### config.mk
export PLATFORM = sky130hd
export DESIGN_NAME = matrix_keypad_scan_debounce
export DESIGN_NICKNAME = d
export VERILOG_FILES = /design/src/kps_pkg.sv /design/src/kps_csr.sv /design/src/kps_scan.sv /design/src/matrix_keypad_scan_debounce.sv
export VERILOG_INCLUDE_DIRS = /design/src /design/src/src
export SDC_FILE = /design/constraint.sdc
export NUM_CORES = 1
export LEC_CHECK = 0
export BUFFER_PORTS_ARGS = -buffer_cell sky130_fd_sc_hd__buf_2
export CELL_PAD_IN_SITES_DETAIL_PLACEMENT = 0
export CELL_PAD_IN_SITES_GLOBAL_PLACEMENT = 2
export CORE_MARGIN = 10
export CORE_UTILIZATION = 32
export CTS_CLUSTER_SIZE = 12
export DETAILED_ROUTE_END_ITERATION = 7
export PLACE_DENSITY_LB_ADDON = 0.1
export REMOVE_ABC_BUFFERS = 1
export SETUP_SLACK_MARGIN = 0.4
export SYNTH_ARGS = -nofsm -noshare
export SYNTH_HDL_FRONTEND = slang
export SYNTH_SLANG_ARGS = --single-unit
### constraint.sdc
create_clock -name clock -period 8.57 [get_ports clock]
set_clock_uncertainty 0.2 [all_clocks]
set_input_delay 0.4285 -clock clock [delete_from_list [all_inputs] [get_ports clock]]
set_output_delay 0.4285 -clock clock [all_outputs]
set_load 0.01 [all_outputs]
### src/matrix_keypad_scan_debounce_macros.svh
// assertion macros for the keypad scanner
`ifndef MATRIX_KEYPAD_SCAN_DEBOUNCE_MACROS_SVH
`define MATRIX_KEYPAD_SCAN_DEBOUNCE_MACROS_SVH

// same-cycle implication
`define KPS_ASSERT_NOW(label, clk, rst, lhs, rhs, msg) \
   label: assert property (@(posedge clk) disable iff (rst) (lhs) |-> (rhs)) \
      else $error(msg);

// next-cycle implication
`define KPS_ASSERT_NEXT(label, clk, rst, lhs, rhs, msg) \
   label: assert property (@(posedge clk) disable iff (rst) (lhs) |=> (rhs)) \
      else $error(msg);

`endif

### src/kps_pkg.sv
`timescale 1ns / 1ps

package kps_pkg;

   localparam int ROWS      = 8;
   localparam int COLUMNS   = 5;
   localparam int ROW_W     = (ROWS > 1) ? $clog2(ROWS) : 1;
   localparam int COL_W     = $clog2(COLUMNS + 1);
   localparam int COL_IDX_W = (COLUMNS > 1) ? $clog2(COLUMNS) : 1;
   localparam int WATCH_MAX = (ROWS < 8) ? ROWS : 8;

   localparam int IN_W      = 8;
   localparam int CNT_W     = 16;
   localparam int RIU_W     = 4;
   localparam int DRIVE_W   = 5;
   localparam int KROW_W    = 3;
   localparam int KCOL_W    = 3;
   localparam int CSR_IDX_W = 2;
   localparam int REQ_DATA_W = 8;
   localparam int RSP_DATA_W = 16;

   localparam logic [CNT_W-1:0] DEBOUNCE_RESET = CNT_W'(15);
   localparam logic [CNT_W-1:0] BEEP_RESET     = CNT_W'(20);
   localparam logic [RIU_W-1:0] ROWS_RESET     = RIU_W'(8);

   localparam logic [CSR_IDX_W-1:0] CSR_DEBOUNCE = CSR_IDX_W'(0);
   localparam logic [CSR_IDX_W-1:0] CSR_BEEP     = CSR_IDX_W'(1);
   localparam logic [CSR_IDX_W-1:0] CSR_ROWS     = CSR_IDX_W'(2);

   typedef enum logic [1:0] {
      MODE_IDLE,
      MODE_DEBOUNCE,
      MODE_SETTLE,
      MODE_SCAN
   } mode_type;

   typedef struct packed {
      logic [CNT_W-1:0] debounce_ticks;
      logic [CNT_W-1:0] beep_ticks;
      logic [RIU_W-1:0] rows_in_use;
   } cfg_type;

   typedef struct packed {
      logic [DRIVE_W-1:0] column_drive;
      logic               key_event;
      logic [KROW_W-1:0]  key_row;
      logic [KCOL_W-1:0]  key_column;
      logic               key_down;
      logic               beeper;
   } result_type;

endpackage

### src/kps_csr.sv
`timescale 1ns / 1ps

module kps_csr (
   input  logic                            clock,
   input  logic                            reset,
   input  logic                            csr_valid,
   output logic                            csr_ready,
   input  logic [kps_pkg::CSR_IDX_W-1:0]   csr_index,
   input  logic [kps_pkg::CNT_W-1:0]       csr_data,
   output kps_pkg::cfg_type                cfg
);
   import kps_pkg::*;

   cfg_type cfg_ff;
   cfg_type cfg_in;
   logic    write;

   assign csr_ready = 1'b1;
   assign write     = csr_valid & csr_ready;
   assign cfg       = cfg_ff;

   always_comb begin
      cfg_in = cfg_ff;
      if (write) begin
         case (csr_index)
            CSR_DEBOUNCE: cfg_in.debounce_ticks = csr_data;
            CSR_BEEP:     cfg_in.beep_ticks     = csr_data;
            CSR_ROWS:     cfg_in.rows_in_use    = csr_data[RIU_W-1:0];
            default:      cfg_in = cfg_ff;
         endcase
      end
   end

   always_ff @(posedge clock) begin
      if (reset) begin
         cfg_ff.debounce_ticks <= DEBOUNCE_RESET;
         cfg_ff.beep_ticks     <= BEEP_RESET;
         cfg_ff.rows_in_use    <= ROWS_RESET;
      end else begin
         cfg_ff <= cfg_in;
      end
   end

endmodule

### src/kps_scan.sv
`timescale 1ns / 1ps

module kps_scan (
   input  logic                       clock,
   input  logic                       reset,
   input  logic                       step,
   input  logic [kps_pkg::IN_W-1:0]   rows,
   input  kps_pkg::cfg_type           cfg,
   output kps_pkg::result_type        result
);
   import kps_pkg::*;

   mode_type                mode_ff, mode_in;
   logic [IN_W-1:0]         last_rows_ff, last_rows_in;
   logic [ROW_W-1:0]        active_row_ff, active_row_in;
   logic [COL_W-1:0]        scan_column_ff, scan_column_in;
   logic [CNT_W-1:0]        debounce_count_ff, debounce_count_in;
   logic [CNT_W-1:0]        beep_count_ff, beep_count_in;
   logic [COLUMNS-1:0]      toggles_ff [ROWS];

   logic [IN_W-1:0]         watch_mask;
   logic [IN_W-1:0]         falls;
   logic [ROW_W-1:0]        first_fall;
   logic                    row_low;
   logic                    debounce_done;
   logic                    hit;
   logic [COL_W-1:0]        next_column;
   logic                    key_bit_now;
   logic [COLUMNS-1:0]      drive;
   logic                    event_now;

   // watched rows and falling edges
   always_comb begin
      for (int i = 0; i < IN_W; i++) begin
         watch_mask[i] = (cfg.rows_in_use > RIU_W'(i)) && (i < WATCH_MAX);
      end
      falls = last_rows_ff & ~rows & watch_mask;
      first_fall = '0;
      for (int i = IN_W - 1; i >= 0; i--) begin
         if (falls[i]) begin
            first_fall = ROW_W'(i);
         end
      end
   end

   assign row_low       = ~rows[active_row_ff];
   assign debounce_done = (debounce_count_ff <= CNT_W'(1));
   assign hit           = row_low && (scan_column_ff < COL_W'(COLUMNS));
   assign next_column   = scan_column_ff + COL_W'(1);
   assign key_bit_now   = toggles_ff[active_row_ff][scan_column_ff[COL_IDX_W-1:0]];

   // next state
   always_comb begin
      mode_in = mode_ff;
      case (mode_ff)
         MODE_IDLE: begin
            if (falls != '0) mode_in = MODE_DEBOUNCE;
         end
         MODE_DEBOUNCE: begin
            if (debounce_done) mode_in = row_low ? MODE_SETTLE : MODE_IDLE;
         end
         MODE_SETTLE: begin
            mode_in = MODE_SCAN;
         end
         MODE_SCAN: begin
            if (hit || next_column >= COL_W'(COLUMNS)) mode_in = MODE_IDLE;
         end
         default: mode_in = MODE_IDLE;
      endcase
   end

   // datapath and outputs
   always_comb begin
      active_row_in     = active_row_ff;
      scan_column_in    = scan_column_ff;
      debounce_count_in = debounce_count_ff;
      drive             = '0;
      event_now         = 1'b0;
      case (mode_ff)
         MODE_IDLE: begin
            if (falls != '0) begin
               active_row_in     = first_fall;
               debounce_count_in = cfg.debounce_ticks;
            end
         end
         MODE_DEBOUNCE: begin
            if (debounce_done) begin
               debounce_count_in = '0;
               if (row_low) drive = '1;
            end else begin
               debounce_count_in = debounce_count_ff - CNT_W'(1);
            end
         end
         MODE_SETTLE: begin
            scan_column_in = '0;
            drive          = ~COLUMNS'(1);
         end
         MODE_SCAN: begin
            if (hit) begin
               event_now = 1'b1;
            end else begin
               scan_column_in = next_column;
               if (next_column < COL_W'(COLUMNS)) begin
                  drive = ~(COLUMNS'(1) << next_column);
               end
            end
         end
         default: drive = '0;
      endcase

      if (event_now) begin
         beep_count_in = cfg.beep_ticks;
      end else if (beep_count_ff != '0) begin
         beep_count_in = beep_count_ff - CNT_W'(1);
      end else begin
         beep_count_in = '0;
      end
      last_rows_in = rows;

      for (int i = 0; i < DRIVE_W; i++) begin
         result.column_drive[i] = (i < COLUMNS) ? drive[i % COLUMNS] : 1'b0;
      end
      result.key_event  = event_now;
      result.key_row    = event_now ? KROW_W'(active_row_ff) : '0;
      result.key_column = event_now ? KCOL_W'(scan_column_ff) : '0;
      result.key_down   = event_now & ~key_bit_now;
      result.beeper     = (beep_count_in != '0);
   end

   always_ff @(posedge clock) begin
      if (reset) begin
         mode_ff           <= MODE_IDLE;
         last_rows_ff      <= '1;
         active_row_ff     <= '0;
         scan_column_ff    <= '0;
         debounce_count_ff <= '0;
         beep_count_ff     <= '0;
         for (int r = 0; r < ROWS; r++) begin
            toggles_ff[r] <= '0;
         end
      end else if (step) begin
         mode_ff           <= mode_in;
         last_rows_ff      <= last_rows_in;
         active_row_ff     <= active_row_in;
         scan_column_ff    <= scan_column_in;
         debounce_count_ff <= debounce_count_in;
         beep_count_ff     <= beep_count_in;
         if (event_now) begin
            toggles_ff[active_row_ff][scan_column_ff[COL_IDX_W-1:0]] <= ~key_bit_now;
         end
      end
   end

endmodule

### src/matrix_keypad_scan_debounce.sv
`timescale 1ns / 1ps
// Keypad matrix scanner with debounce and a toggle bit per key. Each req transfer is one
// sampling tick of the active-low row lines and yields exactly one rsp transfer: the column
// levels to drive for the next tick, an optional key report (row, column, new toggle bit)
// and the beeper level. The block takes one tick per clock cycle while rsp_tready is high; a
// tick passes through an input register and the scan state machine into the result register,
// which drives rsp_tvalid, and a low rsp_tready holds the next tick in the input register.
// Configuration is written through the csr port by the user while no tick is in flight;
// the block itself does not enforce this.
`include "matrix_keypad_scan_debounce_macros.svh"

module matrix_keypad_scan_debounce (
   input  logic                                 clock,
   input  logic                                 reset,
   input  logic                                 req_tvalid,
   output logic                                 req_tready,
   // [7:0] row_levels
   input  logic [kps_pkg::REQ_DATA_W-1:0]       req_tdata,
   output logic                                 rsp_tvalid,
   input  logic                                 rsp_tready,
   // [4:0] column_drive, [7:5] key_row, [10:8] key_column, [11] key_down, [12] beeper
   output logic [kps_pkg::RSP_DATA_W-1:0]       rsp_tdata,
   // [0] key_event
   output logic                                 rsp_tuser,
   input  logic                                 csr_valid,
   output logic                                 csr_ready,
   input  logic [kps_pkg::CSR_IDX_W-1:0]        csr_index,
   input  logic [kps_pkg::CNT_W-1:0]            csr_data
);
   import kps_pkg::*;

   cfg_type         cfg;
   result_type      result;
   result_type      rsp_ff;
   logic            in_valid_ff;
   logic [IN_W-1:0] in_rows_ff;
   logic            rsp_valid_ff;
   logic            advance;

   assign advance    = in_valid_ff & (~rsp_valid_ff | rsp_tready);
   assign req_tready = ~in_valid_ff | advance;

   kps_csr u_csr (
      .clock     (clock),
      .reset     (reset),
      .csr_valid (csr_valid),
      .csr_ready (csr_ready),
      .csr_index (csr_index),
      .csr_data  (csr_data),
      .cfg       (cfg)
   );

   kps_scan u_scan (
      .clock  (clock),
      .reset  (reset),
      .step   (advance),
      .rows   (in_rows_ff),
      .cfg    (cfg),
      .result (result)
   );

   always_ff @(posedge clock) begin
      if (reset) begin
         in_valid_ff  <= 1'b0;
         rsp_valid_ff <= 1'b0;
      end else begin
         if (req_tvalid & req_tready) begin
            in_valid_ff <= 1'b1;
         end else if (advance) begin
            in_valid_ff <= 1'b0;
         end
         if (advance) begin
            rsp_valid_ff <= 1'b1;
         end else if (rsp_tready) begin
            rsp_valid_ff <= 1'b0;
         end
      end
   end

   always_ff @(posedge clock) begin
      if (req_tvalid & req_tready) begin
         in_rows_ff <= req_tdata[IN_W-1:0];
      end
      if (advance) begin
         rsp_ff <= result;
      end
   end

   assign rsp_tvalid = rsp_valid_ff;
   assign rsp_tuser  = rsp_ff.key_event;
   assign rsp_tdata  = {3'b000, rsp_ff.beeper, rsp_ff.key_down, rsp_ff.key_column,
                        rsp_ff.key_row, rsp_ff.column_drive};

   `KPS_ASSERT_NEXT(a_req_lands, clock, reset, req_tvalid && req_tready, in_valid_ff, "req transfer lost")
   `KPS_ASSERT_NEXT(a_step_lands, clock, reset, advance, rsp_valid_ff, "result not registered")
   `KPS_ASSERT_NOW(a_event_idle_cols, clock, reset, rsp_valid_ff && rsp_ff.key_event, rsp_ff.column_drive == '0, "report with columns driven")
   `KPS_ASSERT_NOW(a_quiet_fields, clock, reset, rsp_valid_ff && !rsp_ff.key_event, rsp_ff.key_row == '0 && rsp_ff.key_column == '0 && !rsp_ff.key_down, "key fields set without report")

endmodule
---- Yosys cells after proc, flatten, opt, wreduce, memory -nomap -nowiden ----
Memory sizes are Yosys's and may differ from the RTL's. A register that Yosys moved wholly into a read port is not among the register bits.
Cells that the tools add are included.
storage, ports and cells
  register bits after elaboration ......... 108
  bits in writable memories ............... 40
  output and inout port bits .............. 20
  logic and storage cells ................. 128
  memories kept ........................... 1
memories
  name               words  width  read ports  clocked after Yosys merged registers in  wr ports  RTL line        text
  u_scan.toggles_ff  8      5      1           1                                        8         kps_scan.sv:19  logic [COLUMNS-1:0] toggles_ff [ROWS];
operators by class
  add/subtract/negate cells ............... 3
  magnitude comparators ................... 15
  eq/ne operators ......................... 9
  shifts and indexed selects .............. 1
  muxes and demuxes ....................... 48
  bitwise operators ....................... 13
  reduce and logical (&&, ||, !) cells .... 20
operators with widths
  operator                                                          number
  two-way mux 16 bit                                                4
  two-way mux 3 bit                                                 12
  two-way mux 5 bit                                                 7
  case mux 16 bit (2 select lines)                                  1
  nonzero test 16 bit                                               2
  subtractor 16 x 1 -> 16 bit (second input constant)               2
  AND 8 bit                                                         2
  greater-than comparator 4 x 3 -> 1 bit (second input constant)    4
  less-or-equal comparator 16 x 1 -> 1 bit (second input constant)  1
  case mux 5 bit (3 select lines)                                   1
  two-way mux 1 bit                                                 14
  AND reduction 3 bit                                               3
  greater-than comparator 4 x 1 -> 1 bit (second input constant)    2
  greater-than comparator 4 x 2 -> 1 bit (second input constant)    2
  < comparator 3 x 4 -> 1 bit (second input constant)               2
  two-way mux 2 bit                                                 4
  NOT 8 bit                                                         1
  case mux 2 bit (4 select lines)                                   1
  nonzero test 2 bit                                                4
  nonzero test 8 bit                                                1
  binary-select mux 1 bit (select 3 bit)                            2
  equality test 2 bit (second input constant)                       3
  < comparator 3 bit (second input constant)                        2
  inequality test 2 x 1 -> 1 bit (second input constant)            3
  other kinds (18)                                                  29

---- Depth between registers and ports, before layout ----
  depth after elaboration ................. 13
  mapped depth ............................ 10
  gate-level depth less buffers ........... 8

---- Cells and area by module ----
Synthesis repeated with hierarchy kept, for this count alone.
second synthesis, totals
  cells, all modules ...................... 828
  area, all modules ....................... 7850.0 um^2
by module, submodules not included
  module                       instances  cells an instance  area an instance (um^2)  sequential area each (um^2)
  kps_scan                     1          647                5561.6                   2222.1
  kps_csr                      1          145                1497.7                   720.7
  matrix_keypad_scan_debounce  1          36                 790.8                    700.7

---- Least setup slack after synthesis ----
OpenSTA, ideal clock, no wires.
  path type ............................... reg-to-reg
  start point ............................. register u_scan.active_row_ff[0]
  end point ............................... memory u_scan.toggles_ff[0][3] (enable)
  setup time .............................. 0.291 ns
  arrival time ............................ 2.281 ns
  path slack .............................. 5.799 ns
  cell stages (with the launch flop) ...... 7
  cell sequence ........................... dfxtp_1 > mux2_1 > a222oi_1 > nand2_2 > buf_2 > nor4_4 > a31o_2
RTL lines
  item                      RTL line         text
  start: declaration        kps_scan.sv:15   logic [ROW_W-1:0] active_row_ff, active_row_in;
  start signal: assignment  kps_scan.sv:144  active_row_ff <= active_row_in;
  end: declaration          kps_scan.sv:19

==> reports/metrics.csv <==
metric,value,unit
vias,6272,
io_pins,51,
synthCells,858,
r2r_cells,6,
drcViolationCount,0,
power_frac_clock,39.1,%
ys_ff_latch,151,
synth_top_area_cell,edfxtp_1,
outcome,"finished, final reports clean",
antenna_left,0,
cts_buffer_depth,2,
post-route-period-util,47.7,%
wl,22500,um
clk_latency,0.42,ns
synth_commonest_cells,"nand2_1, dfxtp_1, a21oi_1",
fmax,245,MHz
synthFlopType,dfxtp_1,
place.gp.congestion,0.767,
crit_type,reg2reg,
p_int,0.00135,W
combPwrFrac,17.8,%
cts_buffers,17,
n_fill_cell,2484,
place_area,8220,um^2
arrival,4.15,ns
worstSetupEndpointType,register,
p_leak,3.13,nW
multi_input_area,3780,um^2
cts_sinks,151,
ys_warn_count,0,
die_area,31000,um^2
coreArea,24200,um^2
avgSynthCellArea,9.10,um^2
netSwitchingFraction,28.8,%
gr-total-overflow,0,
cp_data_required_time,8.63,ns
drtPass1Iterations,6,
diodes,0,
ff_latch_area,3640,um^2
synth.top_cells.by_area,"edfxtp_1, dfxtp_1, nand2_1",
cap_violations,0,
switchingPower,0.000549,W
cts_setup_buffers,0,
cp_max_fo,24,
hold_depth,3,
fp.dieH,176,um
synth_edf_count,62,
grt_first_pass_wirelength,36400,um
worstSetupStartpointType,register,
fin_area,8880,um^2
syn_area,7810,um^2
cts_tree,yes,
htreeDepth,4,
areaGrowthSynthToFinish,13.7,%
ys_seq_area_share,46.7,%
max_slew_margin,33.6,%
hold_path_class,in2reg,
finalMaxSlewViolations,0,
fin_crit,4.09,ns
grt_use_total,14.7,%
yosys.cell_types.count,69,
hold_slack,0.0211,ns
max-vdd-ir-drop,0.0853,mV
stdcell_count,1209,
grt_pass1_vias,6474,
power_density,214,nW/um^2
rows,57,
drive_gt1_share,16.9,%
seq_power_share,43.1,%
async_flop_share,0,%
yosysMostFrequentCell,nand2_1,
worstMarginPinSlew,0.996,ns
initial_core_util,32.3,%
antenna_found_initial,0,
finalPower,0.00190,W
vias_per_cell,5.19,
layout.nets,909,
rsz0062_at_grt,no,
synth_top_area_share,23.8,%
dp_hpwl,15800,um
drt_iter0_markers,309,
dpl.cell_count,1169,
wl_per_cell,18.6,um
setup_viol,0,
finalHoldViolCount,0,
grt_max_degree,89,
tns,0,ns
root_buffer,clkbuf_16,
cts.clk_slew.worst_paths,0.07,ns
die_w,176,um
io_buffers,46,
## cell usage in the layout (no fill, tap or decap), types with 11 or more instances in the layout
cell       netlist  final
a21oi_1         66     66
a31o_2          11     11
buf_2            6     45
clkbuf_16        0     17
dfxtp_1         89     89
edfxtp_1        62     62
inv_1           22     22
nand2_1        130    130
nand2b_1        16     16
nand3_1         13     13
nand3b_1        17     17
nor2_1          65     65
nor2_2          24     24
nor3_1          23     23
nor4_1          14     14
o21ai_0         22     22
o21bai_1        34     34
## cell type report
type	count	share of cell area (%)
multi-input combinational	614	42.6
sequential	151	41.0
clock buffer	20	5.03
tap	324	4.57
timing repair buffer	63	4.29
clock inverter	12	1.42
inverter	25	1.06
## cells by family after synthesis
logic type / after synthesis / share of synthesized area, %
AND/OR/NAND/NOR: 361 / 23.1
AO/OA/AOI/OAI: 207 / 17.9
flip-flops: 151 / 46.7
buffers and inverters: 95 / 5.14
multiplexers: 26 / 5.06
XOR/XNOR: 10 / 1.12
adder cells (fa/ha/maj): 6 / 0.962
other: 2 / 0.0962
## worst max-delay path, cell delays in order (launching register included)
cell and delay [ns]:
dfxtp_1 0.63, mux2_1 0.38, a222oi_1 0.77, nand2_2 0.55, or4_1 0.79, nand2b_1 0.42, nor2_2 0.19
## flip-flops by register name, summed over array words and instances, names as in the netlist, named ones only
name and count:
in_rows_ff 8, u_scan.last_rows_ff 8, u_csr.cfg 36, rsp_tvalid 1, u_scan.active_row_ff 3, u_scan.beep_count_ff 16, rsp_tdata 13, in_valid_ff 1
u_scan.mode_ff 1, u_scan.scan_column_ff 3, u_scan.debounce_count_ff 16, rsp_tuser 1, u_scan.toggles_ff 40
## layer usage
layer  up-vias  part of all wire [%]  track usage, %
met1      3057                    50            19.9
met5         -                     0               0
li1       3120                     -               -
met4         0                  0.55            2.68
met2        84                    47            23.9
met3        11                   2.8            2.90
## worst paths after layout
kind / startpoint / endpoint / slack [ns]
worst max-delay path: u_scan.active_row_ff[0] / u_scan.toggles_ff[3][2] / 4.48
worst min-delay path: req_tvalid / in_valid_ff / 0.02
worst max register to register: u_scan.active_row_ff[0] / u_scan.toggles_ff[3][2] / 4.48
worst min register to register: u_csr.cfg[28] / u_csr.cfg[28] / 0.27
## through the flow
| stage | setup slack [ns] | util [%] |
|---|---|---|
| after floorplan | 4.72 | - |
| after global placement | 4.72 | 34.0 |
| after detailed placement | 4.53 | 34.0 |
| after CTS | 4.53 | 36.7 |
| after global routing | 4.14 | 36.7 |
| final | 4.48 | 36.7 |
## power groups by stage
| stage | logic (W) | clock network [W] | registers (W) |
|---|---|---|---|
| after global placement | 0.000338 | 0 | 0.000835 |
| after detailed placement | 0.000336 | 0 | 0.000836 |
| after CTS | 0.000340 | 0.000759 | 0.000820 |
| final | 0.000338 | 0.000745 | 0.000820 |
| after floorplan | 0.000226 | 0 | 0.000824 |
| after global routing | 0.000379 | 0.000788 | 0.000826 |
## what timing repair did
item	CTS	global route
hold buffers	8	0
gates resized for setup	0	0
endpoints found under the hold margin	8	0
Note: power is estimated with default switching activity, not from simulation.
